[config.mk]
export PLATFORM = sky130hd
export DESIGN_NAME = software_timer_bank
export DESIGN_NICKNAME = d
export VERILOG_FILES = /design/src/stb_pkg.sv /design/src/software_timer_bank.sv /design/src/stb_datapath.sv /design/src/stb_ctrl.sv
export SDC_FILE = /design/constraint.sdc
export NUM_CORES = 1
export LEC_CHECK = 0
export BUFFER_PORTS_ARGS = -buffer_cell sky130_fd_sc_hd__buf_4
export CORE_MARGIN = 2
export CORE_UTILIZATION = 56
export DETAILED_ROUTE_END_ITERATION = 10
export GPL_TIMING_DRIVEN = 0
export MAX_ROUTING_LAYER = met4
export PLACE_DENSITY = 0.76
export SKIP_LAST_GASP = 1
export SLEW_MARGIN = 10
export SYNTH_ARGS = -nofsm -noshare
export SYNTH_HDL_FRONTEND = slang
export SYNTH_HIERARCHICAL = 1
export SYNTH_SLANG_ARGS = --single-unit
[constraint.sdc]
create_clock -name clk -period 6.8 [get_ports clk]
set_clock_uncertainty 0.2 [all_clocks]
set_input_delay 1.36 -clock clk [delete_from_list [all_inputs] [get_ports clk]]
set_output_delay 1.36 -clock clk [all_outputs]
set_load 0.01 [all_outputs]
[src/stb_pkg.sv]
`timescale 1ns / 1ps

package stb_pkg;

  // Bank dimensions
  localparam int NUM_TIMERS  = 8;
  localparam int COUNT_WIDTH = 32;
  localparam int MAX_RESULTS = 8;
  localparam int IDX_W       = (NUM_TIMERS > 1) ? $clog2(NUM_TIMERS) : 1;
  localparam int RES_CNT_W   = $clog2(MAX_RESULTS + 1);

  // Field widths fixed by the interface
  localparam int CMD_W       = 3;
  localparam int TIDX_W      = 3;
  localparam int PERIOD_W    = 32;
  localparam int DIVIDE_W    = 16;
  localparam int CFG_IDX_W   = 1;
  localparam int CFG_DATA_W  = 16;

  // Configuration register indexes
  localparam logic [CFG_IDX_W-1:0] CFG_TICK_DIVIDE   = 1'd0;
  localparam logic [CFG_IDX_W-1:0] CFG_NOTIFY_ENABLE = 1'd1;

  typedef enum logic [CMD_W-1:0] {
    CMD_START  = 3'd0,
    CMD_STOP   = 3'd1,
    CMD_PAUSE  = 3'd2,
    CMD_RESUME = 3'd3,
    CMD_TICK   = 3'd4
  } cmd_code_t;

  typedef enum logic [1:0] {
    MODE_STOPPED = 2'd0,
    MODE_RUNNING = 2'd1,
    MODE_PAUSED  = 2'd2
  } mode_t;

  typedef enum logic [1:0] {
    S_IDLE,
    S_WALK,
    S_FLUSH
  } state_t;

  // Controller to datapath
  typedef struct packed {
    logic apply;       // apply a slot command from the input item
    logic tick;        // advance the prescaler
    logic walk_clear;  // restart walk index and result count
    logic walking;     // slot address follows the walk index
    logic walk_step;   // process the current walk slot
    logic flush;       // move the held result out as the last of the run
  } ctrl_cmd_t;

  // Datapath to controller
  typedef struct packed {
    logic tick_cmd;    // input item is a tick
    logic expire;      // prescaler expires on this tick
    logic step_emit;   // current walk slot produces a result
    logic walk_last;   // current walk slot is the final one
    logic pend_valid;  // a result is held waiting for its successor
    logic out_free;    // output register can take a result this cycle
  } ctrl_status_t;

endpackage

[src/software_timer_bank.sv]
`timescale 1ns / 1ps

// Bank of countdown timers sharing one tick prescaler.
// Input channel (in_valid/in_ready) carries one command item: start, stop,
// pause, resume for the slot in timer_index, or a raw tick.
// Output channel (out_valid/out_ready) carries one item per reported timeout:
// the expired slot and a flag on the final timeout of that tick.
// Configuration (cfg_write/cfg_index/cfg_data) sets the prescaler reload and
// the timeout notification enable; write it only while the bank is idle.
// Slot commands and ticks that do not expire the prescaler are handled as
// they are accepted, and the bank stays idle for the next item. An expiring
// tick is accepted, then walks every slot in turn through the shared decrement
// path and ends with a final flush. Each timeout is registered into the output
// when the next timeout is found, the last one after the walk ends.
// A stalled receiver holds back the walk only when a second timeout is found
// while the output register is still full, and holds the flush until the output
// register has room; new commands are taken while the last timeout waits there.
// Reset stops every timer, sets the prescaler to one, the divide to one and
// notifications on, and empties the output register.
module software_timer_bank (
  input  logic                             clk,
  input  logic                             rst,
  input  logic                             cfg_write,
  input  logic [stb_pkg::CFG_IDX_W-1:0]    cfg_index,
  input  logic [stb_pkg::CFG_DATA_W-1:0]   cfg_data,
  input  logic                             in_valid,
  output logic                             in_ready,
  input  logic [stb_pkg::CMD_W-1:0]        command,
  input  logic [stb_pkg::TIDX_W-1:0]       timer_index,
  input  logic [stb_pkg::PERIOD_W-1:0]     period,
  input  logic                             auto_restart,
  output logic                             out_valid,
  input  logic                             out_ready,
  output logic [stb_pkg::TIDX_W-1:0]       expired_timer,
  output logic                             last_of_run
);
  import stb_pkg::*;

  ctrl_cmd_t    cmd;
  ctrl_status_t status;

  // Sequence commands and the timer walk
  stb_ctrl u_ctrl (
    .clk      (clk),
    .rst      (rst),
    .in_valid (in_valid),
    .in_ready (in_ready),
    .status   (status),
    .cmd      (cmd)
  );

  // Hold timer state, prescaler and output register
  stb_datapath u_datapath (
    .clk           (clk),
    .rst           (rst),
    .cfg_write     (cfg_write),
    .cfg_index     (cfg_index),
    .cfg_data      (cfg_data),
    .command       (command),
    .timer_index   (timer_index),
    .period        (period),
    .auto_restart  (auto_restart),
    .cmd           (cmd),
    .status        (status),
    .out_ready     (out_ready),
    .out_valid     (out_valid),
    .expired_timer (expired_timer),
    .last_of_run   (last_of_run)
  );

endmodule

[src/stb_datapath.sv]
`timescale 1ns / 1ps

module stb_datapath (
  input  logic                             clk,
  input  logic                             rst,
  input  logic                             cfg_write,
  input  logic [stb_pkg::CFG_IDX_W-1:0]    cfg_index,
  input  logic [stb_pkg::CFG_DATA_W-1:0]   cfg_data,
  input  logic [stb_pkg::CMD_W-1:0]        command,
  input  logic [stb_pkg::TIDX_W-1:0]       timer_index,
  input  logic [stb_pkg::PERIOD_W-1:0]     period,
  input  logic                             auto_restart,
  input  stb_pkg::ctrl_cmd_t               cmd,
  output stb_pkg::ctrl_status_t            status,
  input  logic                             out_ready,
  output logic                             out_valid,
  output logic [stb_pkg::TIDX_W-1:0]       expired_timer,
  output logic                             last_of_run
);
  import stb_pkg::*;

  logic [DIVIDE_W-1:0]    tick_divide;
  logic                   notify_enable;
  logic [DIVIDE_W-1:0]    prescale_count;
  logic [DIVIDE_W-1:0]    prescale_dec;

  mode_t                  mode        [NUM_TIMERS];
  logic [COUNT_WIDTH-1:0] reload_value[NUM_TIMERS];
  logic [COUNT_WIDTH-1:0] remaining   [NUM_TIMERS];
  logic                   restart_flag[NUM_TIMERS];

  logic [IDX_W-1:0]       walk_idx;
  logic [RES_CNT_W-1:0]   emit_cnt;
  logic                   pend_valid;
  logic [IDX_W-1:0]       pend_idx;

  logic [IDX_W-1:0]       slot;
  logic                   idx_ok;
  logic [COUNT_WIDTH-1:0] start_count;
  mode_t                  slot_mode;
  logic [COUNT_WIDTH-1:0] slot_rem;
  logic [COUNT_WIDTH-1:0] rem_dec;
  logic                   hits_zero;
  logic                   running;
  logic                   out_free;
  logic                   push_pend;

  // Decode the input item
  assign idx_ok      = 32'(timer_index) < 32'(NUM_TIMERS);
  assign start_count = COUNT_WIDTH'(period);
  assign slot        = cmd.walking ? walk_idx : IDX_W'(timer_index);

  // Read the addressed slot and compute its countdown
  assign slot_mode = mode[slot];
  assign slot_rem  = remaining[slot];
  assign rem_dec   = (slot_rem != '0) ? slot_rem - COUNT_WIDTH'(1) : '0;
  assign hits_zero = rem_dec == '0;
  assign running   = slot_mode == MODE_RUNNING;

  assign prescale_dec = (prescale_count != '0) ? prescale_count - DIVIDE_W'(1) : '0;

  assign out_free  = !out_valid || out_ready;
  assign push_pend = cmd.walk_step && status.step_emit && pend_valid;

  always_comb begin
    status.tick_cmd   = command == CMD_TICK;
    status.expire     = prescale_dec == '0;
    status.step_emit  = running && hits_zero && notify_enable &&
                        (emit_cnt < RES_CNT_W'(MAX_RESULTS));
    status.walk_last  = walk_idx == IDX_W'(NUM_TIMERS - 1);
    status.pend_valid = pend_valid;
    status.out_free   = out_free;
  end

  // Configuration registers
  always_ff @(posedge clk) begin
    if (rst) begin
      tick_divide   <= DIVIDE_W'(1);
      notify_enable <= 1'b1;
    end else if (cfg_write) begin
      case (cfg_index)
        CFG_TICK_DIVIDE:   tick_divide   <= cfg_data;
        CFG_NOTIFY_ENABLE: notify_enable <= cfg_data[0];
        default: ;
      endcase
    end
  end

  // Prescaler: drop toward zero, reload on expiry
  always_ff @(posedge clk) begin
    if (rst) begin
      prescale_count <= DIVIDE_W'(1);
    end else if (cmd.tick) begin
      prescale_count <= status.expire ? tick_divide : prescale_dec;
    end
  end

  // Timer modes
  always_ff @(posedge clk) begin
    if (rst) begin
      for (int i = 0; i < NUM_TIMERS; i++) begin
        mode[i] <= MODE_STOPPED;
      end
    end else if (cmd.apply && idx_ok) begin
      case (command)
        CMD_START: begin
          if (slot_mode == MODE_STOPPED && start_count != '0) mode[slot] <= MODE_RUNNING;
        end
        CMD_STOP: mode[slot] <= MODE_STOPPED;
        CMD_PAUSE: begin
          if (slot_mode == MODE_RUNNING) mode[slot] <= MODE_PAUSED;
        end
        CMD_RESUME: begin
          if (slot_mode == MODE_PAUSED) mode[slot] <= MODE_RUNNING;
        end
        default: ;
      endcase
    end else if (cmd.walk_step && running && hits_zero && !restart_flag[slot]) begin
      mode[slot] <= MODE_STOPPED;
    end
  end

  // Counts, reload values and restart options
  always_ff @(posedge clk) begin
    if (cmd.apply && idx_ok && command == CMD_START &&
        slot_mode == MODE_STOPPED && start_count != '0) begin
      reload_value[slot] <= start_count;
      remaining[slot]    <= start_count;
      restart_flag[slot] <= auto_restart;
    end else if (cmd.walk_step && running) begin
      remaining[slot] <= (hits_zero && restart_flag[slot]) ? reload_value[slot] : rem_dec;
    end
  end

  // Walk index and result count
  always_ff @(posedge clk) begin
    if (cmd.walk_clear) begin
      walk_idx <= '0;
      emit_cnt <= '0;
    end else if (cmd.walk_step) begin
      walk_idx <= walk_idx + IDX_W'(1);
      if (status.step_emit) emit_cnt <= emit_cnt + RES_CNT_W'(1);
    end
  end

  // Hold one result back until the next one or the end of the walk
  always_ff @(posedge clk) begin
    if (rst) begin
      pend_valid <= 1'b0;
    end else if (cmd.walk_step && status.step_emit) begin
      pend_valid <= 1'b1;
    end else if (cmd.flush) begin
      pend_valid <= 1'b0;
    end
  end

  always_ff @(posedge clk) begin
    if (cmd.walk_step && status.step_emit) pend_idx <= walk_idx;
  end

  // Output register
  always_ff @(posedge clk) begin
    if (rst) begin
      out_valid <= 1'b0;
    end else if (push_pend || cmd.flush) begin
      out_valid <= 1'b1;
    end else if (out_ready) begin
      out_valid <= 1'b0;
    end
  end

  always_ff @(posedge clk) begin
    if (push_pend || cmd.flush) begin
      expired_timer <= TIDX_W'(pend_idx);
      last_of_run   <= cmd.flush;
    end
  end

endmodule

[src/stb_ctrl.sv]
`timescale 1ns / 1ps

module stb_ctrl (
  input  logic                  clk,
  input  logic                  rst,
  input  logic                  in_valid,
  output logic                  in_ready,
  input  stb_pkg::ctrl_status_t status,
  output stb_pkg::ctrl_cmd_t    cmd
);
  import stb_pkg::*;

  state_t state, state_next;
  logic   step_ok;

  // A walk step waits only when it would push the held result into a full output register
  assign step_ok = !(status.step_emit && status.pend_valid && !status.out_free);

  // State register
  always_ff @(posedge clk) begin
    if (rst) begin
      state <= S_IDLE;
    end else begin
      state <= state_next;
    end
  end

  // Next state and commands
  always_comb begin
    state_next = state;
    cmd        = '0;
    in_ready   = 1'b0;
    case (state)
      S_IDLE: begin
        in_ready = 1'b1;
        if (in_valid) begin
          if (status.tick_cmd) begin
            cmd.tick = 1'b1;
            if (status.expire) begin
              cmd.walk_clear = 1'b1;
              state_next     = S_WALK;
            end
          end else begin
            cmd.apply = 1'b1;
          end
        end
      end
      S_WALK: begin
        cmd.walking = 1'b1;
        if (step_ok) begin
          cmd.walk_step = 1'b1;
          if (status.walk_last) state_next = S_FLUSH;
        end
      end
      S_FLUSH: begin
        if (!status.pend_valid) begin
          state_next = S_IDLE;
        end else if (status.out_free) begin
          cmd.flush  = 1'b1;
          state_next = S_IDLE;
        end
      end
      default: state_next = S_IDLE;
    endcase
  end

  // No result may be left behind once the walk is over
  a_idle_no_pending: assert property (@(posedge clk) disable iff (rst)
    state == S_IDLE |-> !status.pend_valid)
    else $error("held result left over in idle");

  a_flush_has_room: assert property (@(posedge clk) disable iff (rst)
    cmd.flush |-> status.pend_valid && status.out_free)
    else $error("flush without a held result or output room");

  a_push_has_room: assert property (@(posedge clk) disable iff (rst)
    cmd.walk_step && status.step_emit && status.pend_valid |-> status.out_free)
    else $error("walk step overwrites a waiting result");

  a_last_step_flushes: assert property (@(posedge clk) disable iff (rst)
    state == S_WALK && cmd.walk_step && status.walk_last |=> state == S_FLUSH)
    else $error("walk did not end after the final slot");

endmodule

## After elaboration in Yosys (flattened, before gate mapping)

Memory sizes are Yosys's and may differ from the RTL's.
Cells that the tools add are included.

| operators by class | value |
|---|---|
| $lt $le $gt $ge | 1 |
| multiplexer cells | 66 |
| reductions and logical operators | 35 |
| $add $sub $neg | 4 |
| eq/ne operators | 15 |
| bitwise logic cells | 6 |

Operator list:

| operator | number |
|---|---|
| 2-to-1 mux 32 bit | 3 |
| nonzero test 32 bit | 2 |
| 2-to-1 mux 1 bit | 42 |
| zero test 32 bit | 1 |
| 2-to-1 mux 16 bit | 2 |
| subtractor 32 x 1 -> 32 bit (second input constant) | 1 |
| 2-to-1 mux 2 bit | 14 |
| zero test 16 bit | 1 |
| nonzero test 16 bit | 1 |
| subtractor 16 x 1 -> 16 bit (second input constant) | 1 |
| logical AND 1 bit | 15 |
| 2-to-1 mux 3 bit | 4 |
| != test 2 bit (second input constant) | 4 |
| equality test 3 x 2 -> 1 bit (second input constant) | 2 |
| equality test 3 bit (second input constant) | 2 |
| case mux 2 bit (3 select lines) | 1 |
| AND reduction 2 bit | 3 |
| AND reduction 6 bit | 1 |
| OR 1 bit | 5 |
| adder 4 x 1 -> 4 bit (second input constant) | 1 |
| equality test 2 x 1 -> 1 bit (second input constant) | 2 |
| equality test 2 bit (second input constant) | 2 |
| zero test 2 bit | 2 |
| < comparator 4 bit (second input constant) | 1 |
| 10 further kinds | 14 |

| storage, ports and cells | value |
|---|---|
| bits of input ports | 61 |
| flip-flop bits (word level) | 51 |
| memories kept | 4 |
| output and inout bits | 6 |
| bits in writable memories | 536 |

Memory list:

| name | words | bits a word | read ports | clocked after memory_dff | write ports | RTL line | RTL |
|---|---|---|---|---|---|---|---|
| u_datapath.reload_value | 8 | 32 | 1 | 0 | 1 | stb_datapath.sv:28 | `logic [COUNT_WIDTH-1:0] reload_value[NUM_TIMERS];` |
| u_datapath.remaining | 8 | 32 | 1 | 0 | 1 | stb_datapath.sv:29 | `logic [COUNT_WIDTH-1:0] remaining [NUM_TIMERS];` |
| u_datapath.mode | 8 | 2 | 1 | 0 | 8 | stb_datapath.sv:27 | `mode_t mode [NUM_TIMERS];` |
| u_datapath.restart_flag | 8 | 1 | 1 | 0 | 1 | stb_datapath.sv:30 | `logic restart_flag[NUM_TIMERS];` |

## Longest topological paths before layout

Gate-level depths: netlist of the first run.

| depth | value |
|---|---|
| gate-level depth with buffers | 26 |
| mapped depth without buffers | 20 |

## By module

Netlist of the first run, hierarchy kept.

By module, submodules not included:

| module | seq. area each (um^2) | cells an instance | area each (um^2) | times used |
|---|---|---|---|---|
| stb_datapath | 17146.4 | 1861 | 24512.3 | 1 |
| stb_ctrl | 40.0 | 17 | 142.6 | 1 |

## Worst setup path after synthesis of the first run

Ideal clock, no wire load.

| path | value |
|---|---|
| path type | input-to-reg |
| from | input port timer_index[0] in the netlist's numbering |
| to | memory u_datapath.remaining[0][0], enable pin |
| stages on the path | 21 |
| library setup time | 421 ps |
| arrival | 6793 ps |
| path buffers | 5 |
| path slack | -614 ps |
| cell sequence | buf_2 mux2_4 buf_6 mux2_1 a222oi_1 and3_1 buf_4 ha_1 nand3_2 nor4_2 nor3b_1 mux2i_1 or3_1 nor3b_1 nand3b_2 and2_1 clkbuf_1 nand2_1 and2_1 clkbuf_1 nor2_1 |

RTL lines:

| item | RTL line | RTL |
|---|---|---|
| start, declared | software_timer_bank.sv:29 | `input logic [stb_pkg::TIDX_W-1:0] timer_index,` |
| end, declared | stb_datapath.sv:29 |  |

==> load_flow_metrics.sql, run 1 <==
INSERT INTO impl_metrics (metric_group, metric, value, unit) VALUES
('synthesis', 'ys.flop_type', 'sky130_fd_sc_hd__edfxtp_1', ''),
('worst_hold_path', 'min_to', 'u_datapath/expired_timer[1]', ''),
('routing', 'detail_route.wirelength', '74710', 'um'),
('synthesis', 'ys_warn_count', '6', ''),
('final_layout', 'fin_cells', '2682', ''),
('placement', 'dp_slack', '-2.360', 'ns'),
('timing', 'setup_ws', '0.1192', 'ns'),
('critical_path', 'setup.worst_path.start_class', 'input pin', ''),
('floorplanning', 'floorplan.die.width', '213.8', 'um'),
('timing', 'worst_pin_slew', '1.375', 'ns'),
('routing', 'via_count', '17800', ''),
('critical_path', 'timing.reg2reg.worst_path_depth', '25', ''),
('synthesis', 'synth_nets', '1944', ''),
('routing', 'antenna_violating_nets_post_route', '0', ''),
('power', 'power-per-cell-area', '268.0', 'mW/mm^2'),
('final_layout', 'final_area', '0.02907', 'sq mm'),
('clocking', 'h-tree-depth', '2', ''),
('outcome', 'outcome', 'completed', ''),
('power', 'cellLeakagePower', '9.583', 'nW'),
('placement', 'placement.io_buffers', '64', ''),
('routing', 'firstDrtPassIters', '6', ''),
('routing', 'post-route-drc-count', '0', ''),
('placement', 'placedInstanceArea', '0.02632', 'sq mm'),
('timing', 'fin_hold_ws', '0.2327', 'ns'),
('placement', 'dp.final_hpwl', '48170', 'um'),
('run', 'max_cap_violations', '0', ''),
('synthesis', 'synth.lib_cells_used.distinct', '83', ''),
('synthesis', 'mappedNetlistArea', '0.02465', 'sq mm'),
('critical_path', 'worst-setup-path-type', 'in2reg', ''),
('timing', 'finalMaxSlewViolations', '0', ''),
('synthesis', 'async_reset_ff_share', '0', '%'),
('worst_hold_path', 'hold_path_startpoint', 'u_datapath/pend_idx[1]', ''),
('synthesis', 'seq_area_frac_synth', '69.71', '%'),
('grt', 'groute.usage.overall', '33.75', '%'),
('synthesis', 'synth_edf_count', '543', ''),
('grt', 'number_of_global_route_vias_before_repair', '17120', ''),
('routing', 'avgRoutedWirePerCell', '27.86', 'um'),
('critical_path', 'critPathMaxFanout', '10', ''),
('critical_path', 'r2r-start', 'u_ctrl/state[1]', ''),
('power', 'ir_drop', '0.2251', 'mV'),
('timing', 'rsz0062_at_grt', 'yes', ''),
('floorplanning', 'fp.dieH', '213.8', 'um'),
('final_layout', 'finish.net_count', '2118', ''),
('floorplanning', 'effective_utilization_at_floorplan', '56.98', '%'),
('clocking', 'clk_transition_reported_paths', '0.06', 'ns'),
('worst_hold_path', 'worst_hold_path.num_cells', '0', ''),
('critical_path', 'regToRegEndpoint', 'u_datapath/remaining[1][17]', ''),
('timing', 'slew-limit-headroom', '8.332', '%'),
('timing', 'fmax', '149.7', 'MHz'),
('critical_path', 'r2r_setup_slack', '0.17', 'ns'),
('placement', 'final_wtd_congestion', '0.9720', ''),
('final_layout', 'layout_commonest_cell', 'sky130_fd_sc_hd__edfxtp_1', ''),
('power', 'totalPowerFinal', '7.789', 'mW'),
('final_layout', 'drive_above_1_share', '18.36', '%'),
('final_layout', 'antenna_cells', '0', ''),
('final_layout', 'most-common-layout-cells', 'sky130_fd_sc_hd__edfxtp_1, sky130_fd_sc_hd__nand2_1, sky130_fd_sc_hd__a21oi_1, sky130_fd_sc_hd__buf_4, sky130_fd_sc_hd__nor2_1', ''),
('floorplanning', 'io_pins', '67', ''),
('clocking', 'numCtsBuffers', '57', ''),
('synthesis', 'postSynthCellCount', '1878', ''),
('timing', 'setup_viol_count_final', '0', ''),
('clocking', 'cts.path.max_buffers', '3', ''),
('timing', 'min_period', '6.681', 'ns'),
('routing', 'drtIter0Drc', '2832', ''),
('synthesis', 'postSynthAreaPerCell', '13.13', 'sq um'),
('grt', 'number_of_antenna_violations_at_the_first_check_in_global_routing', '0', ''),
('timing', 'finalHoldViolCount', '0', ''),
('clocking', 'cts_hold_buffers', '0', ''),
('grt', 'grt_overflow', '0', ''),
('routing', 'via_per_inst', '6.635', ''),
('clocking', 'cts_tree', 'done', ''),
('critical_path', 'crit_path_end_kind', 'flop', '');
-- Yosys cell counts (5+ instances only) --
library cell	count	area, sq um
sky130_fd_sc_hd__o22ai_1	11	68.82
sky130_fd_sc_hd__a22o_1	13	113.9
sky130_fd_sc_hd__nand4_1	12	75.07
sky130_fd_sc_hd__a221oi_1	19	166.4
sky130_fd_sc_hd__o21a_1	10	75.07
sky130_fd_sc_hd__ha_1	5	62.56
sky130_fd_sc_hd__a222oi_1	21	210.2
sky130_fd_sc_hd__xnor2_1	18	157.7
sky130_fd_sc_hd__xor2_1	10	87.58
sky130_fd_sc_hd__o21ai_0	26	130.1
sky130_fd_sc_hd__nor2b_1	9	56.30
sky130_fd_sc_hd__a22oi_1	78	585.6
sky130_fd_sc_hd__nor4_1	23	143.9
sky130_fd_sc_hd__dfxtp_1	44	880.8
sky130_fd_sc_hd__a31oi_1	9	56.30
sky130_fd_sc_hd__nor3_1	27	135.1
sky130_fd_sc_hd__buf_4	11	82.58
sky130_fd_sc_hd__buf_1	5	18.77
sky130_fd_sc_hd__inv_1	12	45.04
sky130_fd_sc_hd__edfxtp_1	543	16310
sky130_fd_sc_hd__nand2b_1	9	56.30
sky130_fd_sc_hd__nand2_1	306	1149
sky130_fd_sc_hd__a2bb2oi_1	6	52.55
sky130_fd_sc_hd__mux2i_1	31	310.3
sky130_fd_sc_hd__clkbuf_1	56	210.2
sky130_fd_sc_hd__nor4_2	18	225.2
sky130_fd_sc_hd__nor2_1	126	473.0
sky130_fd_sc_hd__and2_1	8	50.05
sky130_fd_sc_hd__buf_6	8	90.09
sky130_fd_sc_hd__a21oi_1	180	900.9
sky130_fd_sc_hd__a21o_1	7	52.55
sky130_fd_sc_hd__or2_2	7	43.79
sky130_fd_sc_hd__buf_2	31	155.2
sky130_fd_sc_hd__or3_1	6	37.54
sky130_fd_sc_hd__o21ai_1	21	105.1
sky130_fd_sc_hd__o31ai_1	7	52.55
sky130_fd_sc_hd__nand3_1	26	130.1
sky130_fd_sc_hd__and3_1	7	43.79
sky130_fd_sc_hd__nor3b_1	9	67.56
sky130_fd_sc_hd__a211oi_1	15	112.6
-- registers in the layout (all words and copies together), names as in the netlist, 3 cells and up --
name / cells
u_datapath/restart_flag: 8
u_datapath/remaining: 256
u_datapath/prescale_count: 16
u_datapath/pend_idx: 3
u_datapath/walk_idx: 3
u_datapath/expired_timer: 3
u_datapath/tick_divide: 16
u_datapath/reload_value: 256
u_datapath/emit_cnt: 4
u_datapath/mode: 16
-- metrics by stage --
step | utilization [%] | setup TNS, ns
2_1_floorplan | - | -0.1860
3_3_place_gp | 60.02 | -1673.48
3_5_place_dp | 60.83 | -1190.43
4_1_cts | 66.55 | 0
5_1_grt | 67.18 | -0.4862
6_report | 67.18 | 0
-- worst max-delay path by stage --
stage / end / slack [ns] / depth (start not counted) / start
after detailed placement: u_datapath/mode[7][1] / -2.36 / 23 / timer_index[1]
after CTS: u_datapath/remaining[4][23] / 0.02 / 23 / timer_index[0]
after global routing: u_datapath/mode[2][1] / -0.03 / 24 / timer_index[0]
after global placement: u_datapath/mode[7][0] / -2.57 / 21 / timer_index[0]
after floorplan: u_datapath/mode[0][0] / -0.01 / 22 / timer_index[0]
final: u_datapath/remaining[1][17] / 0.12 / 23 / timer_index[0]
-- area by class of cell --
class | count | area [sq um]
flip-flops and latches | 587 | 17190
fillers | 3019 | 14200
multi-input cells | 1173 | 7644
clock buffers | 67 | 1485
repair buffers | 116 | 1122
well taps | 585 | 732.0
plain buffers | 105 | 633.1
clock inverters | 37 | 220.2
inverters | 12 | 45.04
-- timing repair --
item,CTS,global route
pin swaps,23,6
gates cloned,5,1
setup endpoints to repair,633,519
gates resized for setup,94,51
setup buffers,29,11
-- power by group --
part	internal (mW)	switching [mW]
clock	1.59	1.33
combinational	0.283	0.591
sequential	3.98	0.0180
total	5.86	1.93
-- routing by layer --
metal	share of wire [%]	track usage, %
met4	4.4	14.27
met3	13	7.440
met1	37	44.22
met2	46	51.39
met5	0	-
-- worst max-delay path: stages --
cell and delay, ns:
sky130_fd_sc_hd__buf_2 0.18, sky130_fd_sc_hd__mux2_4 0.29, sky130_fd_sc_hd__buf_6 0.16, sky130_fd_sc_hd__mux2_1 0.31
sky130_fd_sc_hd__a222oi_1 0.37, sky130_fd_sc_hd__and3_1 0.27, sky130_fd_sc_hd__buf_6 0.15, sky130_fd_sc_hd__nand4_4 0.12
sky130_fd_sc_hd__or4_1 0.44, sky130_fd_sc_hd__buf_2 0.18, sky130_fd_sc_hd__or4_1 0.48, sky130_fd_sc_hd__and2_1 0.21
sky130_fd_sc_hd__a211o_1 0.32, sky130_fd_sc_hd__o41ai_4 0.34, sky130_fd_sc_hd__buf_4 0.20, sky130_fd_sc_hd__nor3b_4 0.19
sky130_fd_sc_hd__nand3b_2 0.12, sky130_fd_sc_hd__and2_4 0.22, sky130_fd_sc_hd__nand2_8 0.10, sky130_fd_sc_hd__buf_4 0.20
sky130_fd_sc_hd__buf_4 0.20, sky130_fd_sc_hd__a31oi_1 0.10, sky130_fd_sc_hd__a21oi_4 0.36
-- logic make-up (layout without fill, tap and decap cells) --
| kind of cell | Yosys count | after routing | synth area share, % |
|---|---|---|---|
| muxes | 35 | 35 | 1.456 |
| buffers and inverters | 123 | 337 | 2.441 |
| xor gates and xnor gates | 28 | 28 | 0.9947 |
| AOI/OAI and AO/OA | 472 | 472 | 12.78 |
| DFF | 587 | 587 | 69.71 |
| adders and majority gates | 5 | 5 | 0.2537 |
| and+or+nand+nor | 628 | 633 | 12.36 |
Note: power is estimated with default switching activity, not from simulation.
==> inputs of run 2 (changes only) <==
Settings changed: CORE_MARGIN 2 to not set, GPL_TIMING_DRIVEN 0 to not set.
==> load_flow_metrics.sql, run 2 (same netlist as run 1, synthesis figures left out) <==
INSERT INTO impl_metrics (metric_group, metric, value, unit) VALUES
('floorplanning', 'io_pins', '67', ''),
('placement', 'place_inst', '2611', ''),
('critical_path', 'critical-path-max-stage-delay', '0.61', 'ns'),
('final_layout', 'area_growth_syn_to_layout', '18.98', '%'),
('floorplanning', 'fp.dieArea', '0.04487', 'sq mm'),
('grt', 'groute.usage.overall', '32.14', '%'),
('clocking', 'cts.path.max_buffers', '3', ''),
('timing', 'rsz0062_at_grt', 'no', ''),
('clocking', 'clkLatencyLatePin', '0.64', 'ns'),
('grt', 'number_of_global_route_vias_before_repair', '16940', ''),
('placement', 'dp.final_hpwl', '43860', 'um'),
('routing', 'firstDrtPassIters', '8', ''),
('power', 'cellLeakagePower', '9.934', 'nW'),
('power', 'power-per-cell-area', '276.8', 'mW/mm^2'),
('timing', 'finalHoldViolCount', '0', ''),
('timing', 'setup_ws', '0.4319', 'ns'),
('final_layout', 'multi_input_area', '0.007073', 'sq mm'),
('clocking', 'clk_transition_reported_paths', '0.06', 'ns'),
('placement', 'dp_slack', '-0.1430', 'ns'),
('clocking', 'numCtsBuffers', '57', ''),
('floorplanning', 'fp.dieH', '211.8', 'um'),
('floorplanning', 'floorplan.die.width', '211.8', 'um'),
('critical_path', 'critPathMaxFanout', '35', ''),
('placement', 'final_wtd_congestion', '0.9768', ''),
('power', 'ir_drop', '0.2754', 'mV'),
('clocking', 'h-tree-depth', '2', ''),
('timing', 'min_period', '6.368', 'ns'),
('final_layout', 'most-common-layout-cells', 'sky130_fd_sc_hd__edfxtp_1, sky130_fd_sc_hd__nand2_1, sky130_fd_sc_hd__buf_4, sky130_fd_sc_hd__a21oi_1, sky130_fd_sc_hd__nor2_1', ''),
('timing', 'worst_pin_slew', '1.149', 'ns'),
('final_layout', 'largestRegisters', 'u_datapath/reload_value: 256 flops, u_datapath/remaining: 256 flops', ''),
('routing', 'detail_route.wirelength', '68960', 'um'),
('timing', 'finalSetupTns', '0', 'ns'),
('clocking', 'cts_sinks', '587', ''),
('critical_path', 'cpMaxStageDelayCell', 'sky130_fd_sc_hd__or4_1', ''),
('timing', 'period_share', '93.65', '%'),
('final_layout', 'area.sequential', '0.01719', 'sq mm'),
('final_layout', 'layout_commonest_cell', 'sky130_fd_sc_hd__edfxtp_1', ''),
('floorplanning', 'number_of_core_rows', '76', ''),
('routing', 'post-route-drc-count', '0', ''),
('critical_path', 'worst-setup-path-type', 'reg2reg', ''),
('critical_path', 'crit_arrival', '6.46', 'ns'),
('outcome', 'outcome', 'completed', ''),
('critical_path', 'crit_required', '6.89', 'ns'),
('placement', 'placement.io_buffers', '66', ''),
('floorplanning', 'placeableCoreArea', '0.04327', 'sq mm'),
('grt', 'grt_overflow', '0', ''),
('grt', 'pin_count_of_the_biggest_net_entering_global_routing', '67', ''),
('critical_path', 'crit_path_end_kind', 'flop', ''),
('clocking', 'cts_tree', 'done', ''),
('timing', 'setup_viol_count_final', '0', ''),
('critical_path', 'critPathLaunch', 'u_ctrl/state[1]', ''),
('critical_path', 'worstPathCellList', 'and2b_1, buf_4, mux2_4, buf_12, nand2_1, a21oi_1, nor4_2, nand4_1, or4_1, or3_1, a2111oi_2, nand4bb_1, o41ai_4, nor3b_2, nand3b_2, and2_1, nand2_1, buf_4, nor2_1, buf_4, a22oi_1, o21ai_1', ''),
('routing', 'via_count', '17300', ''),
('final_layout', 'fin_cells', '2713', ''),
('routing', 'via_per_inst', '6.378', ''),
('floorplanning', 'effective_utilization_at_floorplan', '56.98', '%'),
('run', 'max_cap_violations', '0', ''),
('critical_path', 'r2r-start', 'u_ctrl/state[1]', ''),
('routing', 'antenna_violating_nets_post_route', '0', ''),
('routing', 'drtIter0Drc', '2200', ''),
('timing', 'fmax', '157.0', 'MHz'),
('critical_path', 'worst_path_most_repeated_cell', 'sky130_fd_sc_hd__buf_4', ''),
('final_layout', 'antenna_cells', '0', ''),
('routing', 'avgRoutedWirePerCell', '25.42', 'um'),
('critical_path', 'timing.critical_path.buf_inv', '4', ''),
('clocking', 'post_cts_buffers', '0', ''),
('critical_path', 'cp_top_family', 'simple AND/OR/NAND/NOR gates', ''),
('grt', 'number_of_antenna_violations_at_the_first_check_in_global_routing', '0', ''),
('timing', 'slew-limit-headroom', '23.23', '%'),
('final_layout', 'core_util_final', '67.80', '%'),
('critical_path', 'setup.worst_path.start_class', 'flop', ''),
('final_layout', 'drive_above_1_share', '19.78', '%'),
('final_layout', 'fill_cells', '2961', ''),
('final_layout', 'finish.net_count', '2151', ''),
('clocking', 'cts-root-buf', 'sky130_fd_sc_hd__clkbuf_16', ''),
('worst_hold_path', 'hold_class', 'reg2reg', ''),
('timing', 'finalMaxSlewViolations', '0', ''),
('worst_hold_path', 'hold_path_startpoint', 'u_datapath/pend_idx[2]', ''),
('grt', 'wire_length_of_the_first_global_routing_pass', '102400', 'um');
[run 2: cell count changes in the layout (fill, tap and decap cells not counted), sizes merged]
cell      delta
nor2         -5
buf         +86
clkinv       -8
clkbuf      -50
bufinv       +9
inv          +1
clkinvlp     -2
[run 2: final cells by class]
type / count / share of cell area, %
sequential: 587 / 58.59
multi-input combinational: 1168 / 24.11
timing repair buffer: 259 / 7.993
clock buffer: 65 / 4.965
tap: 585 / 2.495
clock inverter: 37 / 1.698
inverter: 12 / 0.1535
[run 2: worst reg2reg max path, delay by kind of cell, from the launching register on]
family / cells / cell delay [ns]
AO/OA/AOI/OAI: 5 / 1.34
AND/OR/NAND/NOR: 12 / 2.89
multiplexers: 1 / 0.39
buffers and inverters: 4 / 0.87
flip-flops: 1 / 0.34
[run 2: power by group]
part | switching [mW] | internal (mW)
clock network | 1.35 | 1.93
registers | 0.0309 | 3.98
logic | 0.519 | 0.311
[run 2: through the flow]
stage	power (mW)	hold slack [ns]	area, sq um
final	8.122	0.2310	29340
after global routing	8.341	0.2433	29340
after CTS	8.133	0.2304	29330
after detailed placement	4.892	0.2107	27380
after global placement	4.874	0.2053	27380
after floorplan	4.522	0.2003	24760
[run 2: layer usage]
| metal | up-vias | routed length, um | GRT usage, % | part of all wire [%] |
|---|---|---|---|---|
| met1 | 8427 | 26080 | 41.36 | 38 |
| met2 | 1074 | 32740 | 50.09 | 47 |
| met4 | 0 | 3337 | 15.44 | 4.8 |
| li1 | 7622 | - | - | - |
| met3 | 181 | 6799 | 5.237 | 9.9 |
| met5 | - | 0 | - | 0 |
[run 2: final timing paths]
path | end | slack [ns] | depth (start not counted)
hold reg to reg | u_datapath/expired_timer[2] | 0.23 | 0
setup / recovery | u_datapath/remaining[1][21] | 0.43 | 22
setup reg to reg | u_datapath/remaining[1][21] | 0.43 | 22
hold / removal | u_datapath/expired_timer[2] | 0.23 | 0
[run 2: what timing repair did]
| action | 4_1_cts | 5_1_grt |
|---|---|---|
| hold buffers | 0 | 0 |
| setup endpoints to repair | 0 | 108 |
| gates resized for setup | 0 | 2 |
